--- config.mk ---
export PLATFORM = sky130hd
export DESIGN_NAME = dual_led_breath_fade_controller
export DESIGN_NICKNAME = d
export VERILOG_FILES = /design/src/rtl/dlbf_pkg.sv /design/src/rtl/dlbf_sine_rom.sv /design/src/rtl/dlbf_mult.sv /design/src/rtl/dlbf_state.sv /design/src/rtl/dual_led_breath_fade_controller.sv
export SDC_FILE = /design/constraint.sdc
export NUM_CORES = 2
export LEC_CHECK = 0
export BUFFER_PORTS_ARGS = -buffer_cell sky130_fd_sc_hd__buf_2
export CAP_MARGIN = 20
export CORE_ASPECT_RATIO = 0.5
export CORE_UTILIZATION = 30
export CTS_CLUSTER_DIAMETER = 50
export CTS_CLUSTER_SIZE = 8
export DETAILED_ROUTE_END_ITERATION = 16
export GPL_TIMING_DRIVEN = 0
export PLACE_DENSITY_LB_ADDON = 0.05
export SLEW_MARGIN = 25
export SYNTH_ARGS = -nofsm -noshare
export SYNTH_HDL_FRONTEND = slang
export SYNTH_SLANG_ARGS = --single-unit
--- constraint.sdc ---
create_clock -name clock -period 13.6 [get_ports clock]
set_clock_uncertainty 0.05 [all_clocks]
set_input_delay 0.68 -clock clock [delete_from_list [all_inputs] [get_ports clock]]
set_output_delay 0.68 -clock clock [all_outputs]
set_load 0.02 [all_outputs]
--- src/rtl/dlbf_pkg.sv ---
// dlbf_pkg: shared types and constants for the dual light-strip breath/fade controller.
// No dependencies.
`default_nettype none
package dlbf_pkg;

   localparam int LEVEL_BITS = 12;
   localparam logic [LEVEL_BITS-1:0] LEVEL_MAX = '1;

   // command codes
   localparam logic [2:0] CMD_TICK       = 3'd0;
   localparam logic [2:0] CMD_ON         = 3'd1;
   localparam logic [2:0] CMD_OFF        = 3'd2;
   localparam logic [2:0] CMD_TOGGLE     = 3'd3;
   localparam logic [2:0] CMD_BREATH_ON  = 3'd4;
   localparam logic [2:0] CMD_BREATH_OFF = 3'd5;

   // door codes
   localparam logic [1:0] DOOR_STOPPED = 2'd0;
   localparam logic [1:0] DOOR_OPENING = 2'd1;
   localparam logic [1:0] DOOR_CLOSING = 2'd2;
   localparam logic [1:0] DOOR_UNKNOWN = 2'd3;

   // register indexes
   localparam logic [2:0] REG_USER_LEVEL      = 3'd0;
   localparam logic [2:0] REG_AUTO_OFF_MS     = 3'd1;
   localparam logic [2:0] REG_LEVEL_DECREMENT = 3'd2;
   localparam logic [2:0] REG_FADE_INTERVAL   = 3'd3;
   localparam logic [2:0] REG_BREATH_INTERVAL = 3'd4;
   localparam logic [2:0] REG_PHASE_STEP      = 3'd5;
   localparam logic [2:0] REG_OUTPUT_INVERTED = 3'd6;

   // Q16 breathing factor: 0.2 + 0.8 * (sin + 1) / 2
   localparam logic [16:0] FACTOR_OFFSET = 17'd13107;
   localparam logic [16:0] FACTOR_SCALE  = 17'd52429;   // also ceil(2^18 / 5)
   localparam logic [15:0] HALF_TURN     = 16'h8000;

   typedef struct packed {
      logic [LEVEL_BITS-1:0] user_level;
      logic [31:0]           auto_off_ms;
      logic [LEVEL_BITS-1:0] level_decrement;
      logic [15:0]           fade_interval_ms;
      logic [15:0]           breath_interval_ms;
      logic [15:0]           breath_phase_step;
      logic                  output_inverted;
   } cfg_type;

   typedef struct packed {
      logic                  lit;
      logic                  fading;
      logic                  breath_enabled;
      logic [LEVEL_BITS-1:0] fade_level;
      logic [15:0]           breath_phase;
   } light_type;

endpackage
`default_nettype wire

--- src/rtl/dlbf_sine_rom.sv ---
// dlbf_sine_rom: sine table lookup, returns sin + 1 in Q15 (1..65535) for a 16-bit phase.
// Table built at elaboration; depends on nothing else.
`default_nettype none
module dlbf_sine_rom #(
   parameter int ENTRIES = 256
) (
   input  wire logic [15:0] phase,
   output logic      [15:0] sine_biased
);

   localparam int IW = $clog2(ENTRIES);
   localparam int CW = $clog2(ENTRIES + 1);
   localparam logic [63:0] TWO_PI_Q30 = 64'd6746518852;

   function automatic logic [15:0] quarter_sine(input int unsigned j);
      logic [63:0] x;
      logic [63:0] x2;
      logic [63:0] term;
      logic signed [63:0] sum;
      logic [63:0] r;
      x = (64'(j) * TWO_PI_Q30) / 64'(ENTRIES);
      x2 = (x * x) >> 30;
      term = x;
      sum = $signed(x);
      for (int k = 1; k <= 7; k++) begin
         term = ((term * x2) >> 30) / 64'((2 * k) * (2 * k + 1));
         if ((k % 2) == 1) sum = sum - $signed(term);
         else sum = sum + $signed(term);
      end
      if (sum < 0) sum = 0;
      r = (64'(sum) + 64'd16384) >> 15;
      if (r > 64'd32767) r = 64'd32767;
      return r[15:0];
   endfunction

   function automatic logic [15:0] rom_entry(input int unsigned i);
      int unsigned j;
      logic neg;
      logic [15:0] v;
      neg = (i >= ENTRIES / 2);
      j = neg ? i - ENTRIES / 2 : i;
      if (j > ENTRIES / 4) j = ENTRIES / 2 - j;
      v = quarter_sine(j);
      return neg ? 16'h8000 - v : 16'h8000 + v;
   endfunction

   logic [15:0]      rom [ENTRIES];
   logic [16+CW-1:0] idx_prod;
   logic [IW-1:0]    idx;

   for (genvar g = 0; g < ENTRIES; g++) begin : g_rom
      assign rom[g] = rom_entry(g);
   end

   assign idx_prod    = (16 + CW)'(phase) * (16 + CW)'(ENTRIES);
   assign idx         = idx_prod[16 +: IW];
   assign sine_biased = rom[idx];

endmodule
`default_nettype wire

--- src/rtl/dlbf_mult.sv ---
// dlbf_mult: the shared 17x17 unsigned multiplier used for the controller's base, factor and level products.
// No dependencies.
`default_nettype none
module dlbf_mult (
   input  wire logic [16:0] op_a,
   input  wire logic [16:0] op_b,
   output logic      [33:0] product
);
   assign product = 34'(op_a) * 34'(op_b);
endmodule
`default_nettype wire

--- src/rtl/dlbf_state.sv ---
// dlbf_state: light state registers and the per-request update (commands, tick, fade, auto-off).
// Depends on dlbf_pkg.
`default_nettype none
module dlbf_state (
   input  wire logic                 clock,
   input  wire logic                 reset,
   input  wire logic                 update,
   input  wire logic [2:0]           command,
   input  wire logic [1:0]           door,
   input  wire logic [31:0]          now_ms,
   input  wire dlbf_pkg::cfg_type    cfg,
   output dlbf_pkg::light_type       light
);

   logic                            lit_ff, lit_in;
   logic                            fading_ff, fading_in;
   logic                            armed_ff, armed_in;
   logic                            breath_ff, breath_in;
   logic [dlbf_pkg::LEVEL_BITS-1:0] level_ff, level_in;
   logic [31:0]                     last_fade_ff, last_fade_in;
   logic [31:0]                     start_ff, start_in;
   logic [15:0]                     phase_ff, phase_in;
   logic [31:0]                     last_breath_ff, last_breath_in;
   logic [1:0]                      door_ff, door_in;
   logic [31:0]                     breath_age, fade_age;

   assign breath_age = now_ms - last_breath_ff;
   assign fade_age   = now_ms - last_fade_ff;

   always_comb begin
      lit_in         = lit_ff;
      fading_in      = fading_ff;
      armed_in       = armed_ff;
      breath_in      = breath_ff;
      level_in       = level_ff;
      last_fade_in   = last_fade_ff;
      start_in       = start_ff;
      phase_in       = phase_ff;
      last_breath_in = last_breath_ff;
      door_in        = door_ff;
      case (command)
         dlbf_pkg::CMD_TICK: begin
            if (lit_ff && !fading_ff && breath_age >= 32'(cfg.breath_interval_ms)) begin
               last_breath_in = now_ms;
               phase_in       = phase_ff + cfg.breath_phase_step;
            end
            if (fading_ff && fade_age >= 32'(cfg.fade_interval_ms)) begin
               last_fade_in = now_ms;
               level_in = (level_ff > cfg.level_decrement) ?
                          level_ff - cfg.level_decrement : '0;
               if (level_in == '0) begin
                  lit_in    = 1'b0;
                  fading_in = 1'b0;
                  armed_in  = 1'b0;
               end
            end
            if (door != door_ff) begin
               lit_in    = 1'b1;
               fading_in = 1'b0;
               if (door != dlbf_pkg::DOOR_STOPPED) begin
                  armed_in  = 1'b0;
                  breath_in = 1'b0;
               end else begin
                  level_in = cfg.user_level;
                  armed_in = 1'b1;
                  start_in = now_ms;
               end
               door_in = door;
            end
            if (armed_in && !fading_in && lit_in && door == dlbf_pkg::DOOR_STOPPED &&
                (now_ms - start_in) >= cfg.auto_off_ms) begin
               lit_in       = 1'b1;
               fading_in    = 1'b1;
               level_in     = cfg.user_level;
               last_fade_in = now_ms;
               armed_in     = 1'b0;
            end
         end
         dlbf_pkg::CMD_ON: begin
            fading_in = 1'b0;
            lit_in    = 1'b1;
            level_in  = cfg.user_level;
            armed_in  = 1'b0;
         end
         dlbf_pkg::CMD_OFF: begin
            lit_in       = 1'b1;
            fading_in    = 1'b1;
            level_in     = cfg.user_level;
            last_fade_in = now_ms;
            armed_in     = 1'b0;
         end
         dlbf_pkg::CMD_TOGGLE: begin
            lit_in    = 1'b1;
            fading_in = lit_ff && !fading_ff;
            level_in  = cfg.user_level;
            armed_in  = 1'b0;
            if (lit_ff && !fading_ff) last_fade_in = now_ms;
         end
         dlbf_pkg::CMD_BREATH_ON: begin
            breath_in = 1'b1;
            if (!lit_ff) begin
               lit_in    = 1'b1;
               fading_in = 1'b0;
            end
         end
         dlbf_pkg::CMD_BREATH_OFF: begin
            breath_in = 1'b0;
         end
         default: begin
         end
      endcase
   end

   always_ff @(posedge clock) begin
      if (reset) begin
         lit_ff         <= 1'b0;
         fading_ff      <= 1'b0;
         armed_ff       <= 1'b0;
         breath_ff      <= 1'b0;
         level_ff       <= '0;
         last_fade_ff   <= '0;
         start_ff       <= '0;
         phase_ff       <= '0;
         last_breath_ff <= '0;
         door_ff        <= dlbf_pkg::DOOR_STOPPED;
      end else if (update) begin
         lit_ff         <= lit_in;
         fading_ff      <= fading_in;
         armed_ff       <= armed_in;
         breath_ff      <= breath_in;
         level_ff       <= level_in;
         last_fade_ff   <= last_fade_in;
         start_ff       <= start_in;
         phase_ff       <= phase_in;
         last_breath_ff <= last_breath_in;
         door_ff        <= door_in;
      end
   end

   assign light.lit            = lit_ff;
   assign light.fading         = fading_ff;
   assign light.breath_enabled = breath_ff;
   assign light.fade_level     = level_ff;
   assign light.breath_phase   = phase_ff;

endmodule
`default_nettype wire

--- src/rtl/dual_led_breath_fade_controller.sv ---
// Dual light-strip controller: breathing, antiphase motion display and fade-out.
// rsp_valid is registered and rises as the sequencer leaves ST_L2 with the response loaded.
// Requests do not overlap: req_stall is high outside ST_IDLE, as each request uses the one
// shared 17x17 multiplier in turn (moving base, then factor and level per strip).
// Reset (synchronous, active high) clears the light state and loads register defaults.
// Depends on dlbf_pkg, dlbf_state, dlbf_sine_rom, dlbf_mult.
`default_nettype none
module dual_led_breath_fade_controller #(
   parameter int SINE_ENTRIES = 256
) (
   input  wire logic        clock,
   input  wire logic        reset,
   // request channel
   input  wire logic        req_valid,
   output logic             req_stall,
   input  wire logic [2:0]  req_command,
   input  wire logic [1:0]  req_door_state,
   input  wire logic [31:0] req_now_ms,
   // response channel
   output logic             rsp_valid,
   input  wire logic        rsp_stall,
   output logic [11:0]      rsp_strip_one_duty,
   output logic [11:0]      rsp_strip_two_duty,
   output logic             rsp_light_lit,
   output logic             rsp_fade_active,
   output logic             rsp_breath_requested,
   // register write port
   input  wire logic        csr_valid,
   output logic             csr_ready,
   input  wire logic [2:0]  csr_index,
   input  wire logic [31:0] csr_data
);

   localparam int LB = dlbf_pkg::LEVEL_BITS;

   // one-hot sequencer
   typedef enum logic [5:0] {
      ST_IDLE = 6'b000001,
      ST_BASE = 6'b000010,   // base = 2 * user / 5 (moving display)
      ST_F1   = 6'b000100,   // strip one factor
      ST_L1   = 6'b001000,   // strip one level
      ST_F2   = 6'b010000,   // strip two factor
      ST_L2   = 6'b100000    // strip two level, load response once the output is free
   } state_type;

   state_type           state_ff, state_in;
   dlbf_pkg::cfg_type   cfg_ff;
   dlbf_pkg::light_type light;

   logic          accept;
   logic          rsp_valid_ff;
   logic          rsp_load;
   logic [1:0]    door_norm;
   logic          moving_ff;
   logic [LB-1:0] base_ff;
   logic [15:0]   factor_ff;
   logic [LB-1:0] lvl1_ff;
   logic [15:0]   phase_sel;
   logic [15:0]   sine_biased;
   logic [16:0]   op_a, op_b;
   logic [33:0]   product;
   logic [16:0]   factor_sum;
   logic [LB-1:0] lvl_new;
   logic [LB-1:0] duty1, duty2;

   assign accept    = req_valid && !req_stall;
   assign req_stall = (state_ff != ST_IDLE);
   assign csr_ready = 1'b1;

   // response register is free when empty or being taken this cycle
   assign rsp_load  = (state_ff == ST_L2) && (!rsp_valid_ff || !rsp_stall);

   // an undefined door code counts as stopped
   assign door_norm = (req_door_state == dlbf_pkg::DOOR_UNKNOWN) ?
                      dlbf_pkg::DOOR_STOPPED : req_door_state;

   // register file
   always_ff @(posedge clock) begin
      if (reset) begin
         cfg_ff.user_level         <= LB'(4095);
         cfg_ff.auto_off_ms        <= 32'd15000;
         cfg_ff.level_decrement    <= LB'(20);
         cfg_ff.fade_interval_ms   <= 16'd30;
         cfg_ff.breath_interval_ms <= 16'd30;
         cfg_ff.breath_phase_step  <= 16'd983;
         cfg_ff.output_inverted    <= 1'b0;
      end else if (csr_valid && csr_ready) begin
         case (csr_index)
            dlbf_pkg::REG_USER_LEVEL:      cfg_ff.user_level <= csr_data[LB-1:0];
            dlbf_pkg::REG_AUTO_OFF_MS:     cfg_ff.auto_off_ms <= csr_data;
            dlbf_pkg::REG_LEVEL_DECREMENT: cfg_ff.level_decrement <= csr_data[LB-1:0];
            dlbf_pkg::REG_FADE_INTERVAL:   cfg_ff.fade_interval_ms <= csr_data[15:0];
            dlbf_pkg::REG_BREATH_INTERVAL: cfg_ff.breath_interval_ms <= csr_data[15:0];
            dlbf_pkg::REG_PHASE_STEP:      cfg_ff.breath_phase_step <= csr_data[15:0];
            dlbf_pkg::REG_OUTPUT_INVERTED: cfg_ff.output_inverted <= csr_data[0];
            default: begin
            end
         endcase
      end
   end

   dlbf_state u_state (
      .clock   (clock),
      .reset   (reset),
      .update  (accept),
      .command (req_command),
      .door    (door_norm),
      .now_ms  (req_now_ms),
      .cfg     (cfg_ff),
      .light   (light)
   );

   // strip two runs half a turn behind strip one
   assign phase_sel = state_ff[4] || state_ff[5] ?
                      light.breath_phase + dlbf_pkg::HALF_TURN : light.breath_phase;

   dlbf_sine_rom #(.ENTRIES(SINE_ENTRIES)) u_rom (
      .phase       (phase_sel),
      .sine_biased (sine_biased)
   );

   // operand select for the shared multiplier
   always_comb begin
      op_a = dlbf_pkg::FACTOR_SCALE;
      op_b = 17'({cfg_ff.user_level, 1'b0});
      case (state_ff)
         ST_BASE: op_b = 17'({cfg_ff.user_level, 1'b0});
         ST_F1, ST_F2: op_b = {1'b0, sine_biased};
         ST_L1, ST_L2: begin
            op_a = 17'(base_ff);
            op_b = {1'b0, factor_ff};
         end
         default: begin
         end
      endcase
   end

   dlbf_mult u_mult (
      .op_a    (op_a),
      .op_b    (op_b),
      .product (product)
   );

   assign factor_sum = dlbf_pkg::FACTOR_OFFSET + 17'(product[31:16]);
   // level product >> 16, capped at full scale
   assign lvl_new = (product[33:16] > 18'(dlbf_pkg::LEVEL_MAX)) ?
                    dlbf_pkg::LEVEL_MAX : product[16 +: LB];

   // final duty selection, then output polarity
   always_comb begin
      duty1 = '0;
      duty2 = '0;
      if (light.lit) begin
         if (light.fading) begin
            duty1 = light.fade_level;
            duty2 = light.fade_level;
         end else if (moving_ff || light.breath_enabled) begin
            duty1 = lvl1_ff;
            duty2 = lvl_new;
         end else begin
            duty1 = cfg_ff.user_level;
            duty2 = cfg_ff.user_level;
         end
      end
      if (cfg_ff.output_inverted) begin
         duty1 = dlbf_pkg::LEVEL_MAX - duty1;
         duty2 = dlbf_pkg::LEVEL_MAX - duty2;
      end
   end

   always_comb begin
      state_in = state_ff;
      case (state_ff)
         ST_IDLE: if (accept) state_in = ST_BASE;
         ST_BASE: state_in = ST_F1;
         ST_F1:   state_in = ST_L1;
         ST_L1:   state_in = ST_F2;
         ST_F2:   state_in = ST_L2;
         ST_L2:   if (rsp_load) state_in = ST_IDLE;
         default: state_in = ST_IDLE;
      endcase
   end

   always_ff @(posedge clock) begin
      if (reset) state_ff <= ST_IDLE;
      else state_ff <= state_in;
   end

   // response valid: set on load, cleared when taken
   always_ff @(posedge clock) begin
      if (reset) rsp_valid_ff <= 1'b0;
      else if (rsp_load) rsp_valid_ff <= 1'b1;
      else if (!rsp_stall) rsp_valid_ff <= 1'b0;
   end

   // datapath registers
   always_ff @(posedge clock) begin
      if (accept) moving_ff <= (door_norm != dlbf_pkg::DOOR_STOPPED);
      case (state_ff)
         ST_BASE: base_ff <= moving_ff ? product[18 +: LB] : cfg_ff.user_level;
         ST_F1, ST_F2: factor_ff <= factor_sum[15:0];
         ST_L1: lvl1_ff <= lvl_new;
         ST_L2: if (rsp_load) begin
            rsp_strip_one_duty   <= duty1;
            rsp_strip_two_duty   <= duty2;
            rsp_light_lit        <= light.lit;
            rsp_fade_active      <= light.fading;
            rsp_breath_requested <= light.breath_enabled;
         end
         default: begin
         end
      endcase
   end

   assign rsp_valid = rsp_valid_ff;

endmodule
`default_nettype wire
==> results.py <==
metrics = {
    "critical_path": {
        "required_ns": 13.87,
        "cpPeakStageDelay_ns": 0.75,
        "crit_type": "reg2reg",
        "start_kind": "flop",
        "crit_cells": 39,
        "crit_path_end": "factor_ff[12]",
        "cp_max_fo": 14,
        "rr_startpoint": "u_state.phase_ff[9]",
        "path_common_cell": "fa_1",
        "reg2reg_depth": 39,
        "crit_buf_inv": 8,
        "crit_start": "u_state.phase_ff[9]",
        "cp_slowest_cell": "clkbuf_1",
        "cp-end-kind": "flop",
        "crit_arrival_ns": 13.47,
        "r2r_slack_ns": 0.41,
        "timing.rr.end": "factor_ff[12]",
        "critPathTopFamily": "adder cells",
    },
    "floorplanning": {
        "start_util_pct": 30.59,
        "die-width_um": 472.8,
        "io-pin-count": 107,
        "core_area_um2": 108700,
        "dieHeight_um": 237.4,
        "row_count": 85,
        "die_area_um2": 112200,
    },
    "yosys": {
        "yosysTopAreaCellShare_pct": 14.57,
        "yosys.area.top_type": "dfxtp_1",
        "syn_area_per_cell_um2": 7.814,
        "ys.flop_type": "dfxtp_1",
        "netlist-cell-type-count": 103,
        "syn-cell-area_um2": 33250,
        "synth_edf_count": 68,
        "ys_warn_count": 0,
        "ys_ff_latch": 310,
        "synthArstFlopShare_pct": 0,
        "synthTopCellsByArea": "dfxtp_1 (15%), ha_1 (12%), fa_1 (10%)",
        "synthCells": 4255,
        "ys_seq_area_share_pct": 20.71,
        "synth.net_count": 4821,
    },
    "timing": {
        "fin_tns_setup_ns": 0,
        "rsz0062_at_grt": "no",
        "hold_violations": 0,
        "setup_viol": 0,
        "drv_slew": 0,
        "finalCriticalPeriod_ns": 13.19,
        "slew_headroom_pct": 18.30,
        "fmax_mhz": 75.79,
        "fin_crit_sh_pct": 97.01,
        "worstMarginPinSlew_ns": 1.226,
    },
    "route": {
        "wl_met3_mm": 8.231,
        "wirelength_mm": 156.8,
        "top_layer": "met4",
        "vias": 32495,
        "met1_length_mm": 71.23,
        "viasPerCell": 5.488,
        "routedWlPerCell_um": 26.48,
        "drc": 0,
        "dr_wl_met2_mm": 72.07,
        "drtIter0Drc": 2981,
        "drtAntennaViolNets": 0,
        "drt_first_pass_iters": 6,
    },
    "global_routing": {
        "grt.overflow.total": 0,
        "grt_use_total_pct": 27.50,
        "antenna_found_initial": 2,
        "grt_pass1_vias": 32012,
        "grt_pass1_wl_mm": 225.8,
        "grt_max_degree": 24,
    },
    "run_status": {
        "outcome": "complete, no violations",
    },
    "placed_design": {
        "port_buffers": 103,
        "dp_hpwl_mm": 123.7,
        "gp_congestion": 1.010,
        "place_inst": 5845,
    },
    "layout": {
        "final_cells": 5921,
        "syn2layout_area_growth_pct": 12.63,
        "fillers": 11775,
        "seq_area_um2": 6887,
        "finish.net_count": 4988,
        "drive_gt1_share_pct": 7.296,
        "multi_input_area_um2": 23890,
    },
    "power": {
        "vdd_drop_max_mv": 0.5600,
        "cellPowerDensity_nw_per_um2": 293.4,
        "total_leakage_power_nw": 15.67,
    },
    "cts": {
        "path_clk_slew_ns": 0.05,
        "cts_buffers": 50,
        "cts_tree": "built",
        "clock-sinks": 310,
        "cts-root-buf": "clkbuf_16",
        "clock_path_buffers": 3,
        "clock_latency_ns": 0.63,
        "htreeDepth": 2,
    },
    "flow_run": {
        "maxCapViolCount": 0,
    },
    "worst_hold_path": {
        "hp-class": "in2reg",
    },
}
## cell usage in the layout, fill, tap and decap left out, types with 115 or more instances in the layout
| master | n |
|---|---|
| ha_1 | 323 |
| clkbuf_1 | 161 |
| mux2i_1 | 115 |
| nand2b_1 | 184 |
| nand2_1 | 459 |
| inv_1 | 439 |
| buf_2 | 129 |
| o21ai_0 | 212 |
| dfxtp_1 | 242 |
| nor2_1 | 370 |
| fa_1 | 166 |
| a21oi_1 | 322 |
## per-stage QoR
stage / setup slack [ns] / util (%) / area [um^2] / hold WS, ns / total power [W]
after floorplan: 3.590 / - / 33250 / 0.3564 / 0.006725
after global placement: -1.672 / 32.77 / 35610 / 0.3938 / 0.009351
after detailed placement: -0.9603 / 32.93 / 35790 / 0.3974 / 0.009437
after CTS: 0.004379 / 34.42 / 37410 / 0.1901 / 0.01100
after global routing: 0.003765 / 34.45 / 37450 / 0.2189 / 0.01186
final: 0.4064 / 34.45 / 37450 / 0.2403 / 0.01099
## kinds of logic after synthesis
group / Yosys count / share of synthesized area (%)
and+or+nand+nor: 1437 / 20.48
adders and majority gates: 489 / 22.15
muxes: 135 / 4.173
other: 1 / 0.01128
DFF: 310 / 20.71
buffers and inverters: 672 / 7.756
xor gates and xnor gates: 125 / 3.315
AOI/OAI and AO/OA: 1086 / 21.40
## synthesized netlist by cell type (17+ instances only)
master,count
nand2b_1,184
edfxtp_1,68
or2_2,24
dfxtp_1,242
nand3_1,57
nor3_1,103
and2_1,31
nand3b_1,25
nand2_1,459
a211o_1,38
nand4_1,30
o221ai_1,17
xnor2_1,72
buf_1,34
a31oi_1,43
xor2_1,52
mux2i_1,115
mux2_2,19
buf_2,20
o21a_1,25
fa_1,166
a21oi_1,324
or3_1,27
nor2b_1,52
a21o_1,87
a211oi_1,73
inv_1,439
o211ai_1,41
nor2_1,375
clkbuf_1,167
o21ai_0,214
o2111ai_1,18
ha_1,323
and3_1,21
## sequential cells by signal (all words and copies together), names as in the netlist, 2 cells and up
register                flops
u_state.last_breath_ff     32
u_state.level_ff           12
state_ff                    6
u_state.door_ff             2
lvl1_ff                    12
u_state.phase_ff           16
base_ff                    12
u_state.start_ff           32
u_state.last_fade_ff       32
factor_ff                  16
rsp_strip_two_duty         12
cfg_ff                    105
rsp_strip_one_duty         12
## timing repair
action | 4_1_cts | 5_1_grt
buffers inserted | 5 | 0
hold buffers | 0 | 0
cloned | 0 | 0
pin swaps | 2 | 0
gates resized for setup | 18 | 28
endpoints found under the setup margin | 41 | 27
## power by group
part	leakage, nW	switching, W	total (W)	internal (W)
logic	12.4	0.00533	0.00837	0.00304
clock network	0.733	0.000486	0.00124	0.000756
registers	2.57	0.0000336	0.00138	0.00134
total	15.7	0.00585	0.0110	0.00514
## routing by layer
layer  vias up  GRT usage [%]
met5         -              0
met4         0          8.666
met3       222          3.383
met2      1029          45.47
met1     16145          37.13
li1      15099              -
## worst min path at each step
| stage | startpoint | endpoint | slack [ns] | cells past startpoint |
|---|---|---|---|---|
| final | csr_data[22] | cfg_ff[83] | 0.24 | 3 |
| after global routing | csr_data[31] | cfg_ff[92] | 0.22 | 3 |
| after CTS | csr_data[30] | cfg_ff[91] | 0.19 | 3 |
| after detailed placement | u_state.start_ff[0] | u_state.start_ff[0] | 0.40 | 2 |
| after global placement | cfg_ff[52] | cfg_ff[52] | 0.39 | 2 |
| after floorplan | u_state.fading_ff | rsp_fade_active | 0.36 | 0 |
## final cells by class
| cell class | instances | area share (%) |
|---|---|---|
| clock inverter | 11 | 0.5780 |
| clock buffer | 60 | 3.525 |
| antenna | 1 | 0.006682 |
| buffer | 227 | 2.566 |
| tap | 1479 | 4.942 |
| timing repair buffer | 116 | 1.744 |
| inverter | 444 | 4.457 |
| sequential | 310 | 18.39 |
| multi-input combinational | 3273 | 63.79 |
## worst min-delay path: cells and delay by family
kind            cells  cell delay, ns
buf+inv             1            0.10
compound gates      1            0.05
simple gates        1            0.05
Power figures use the tool's default switching activity.
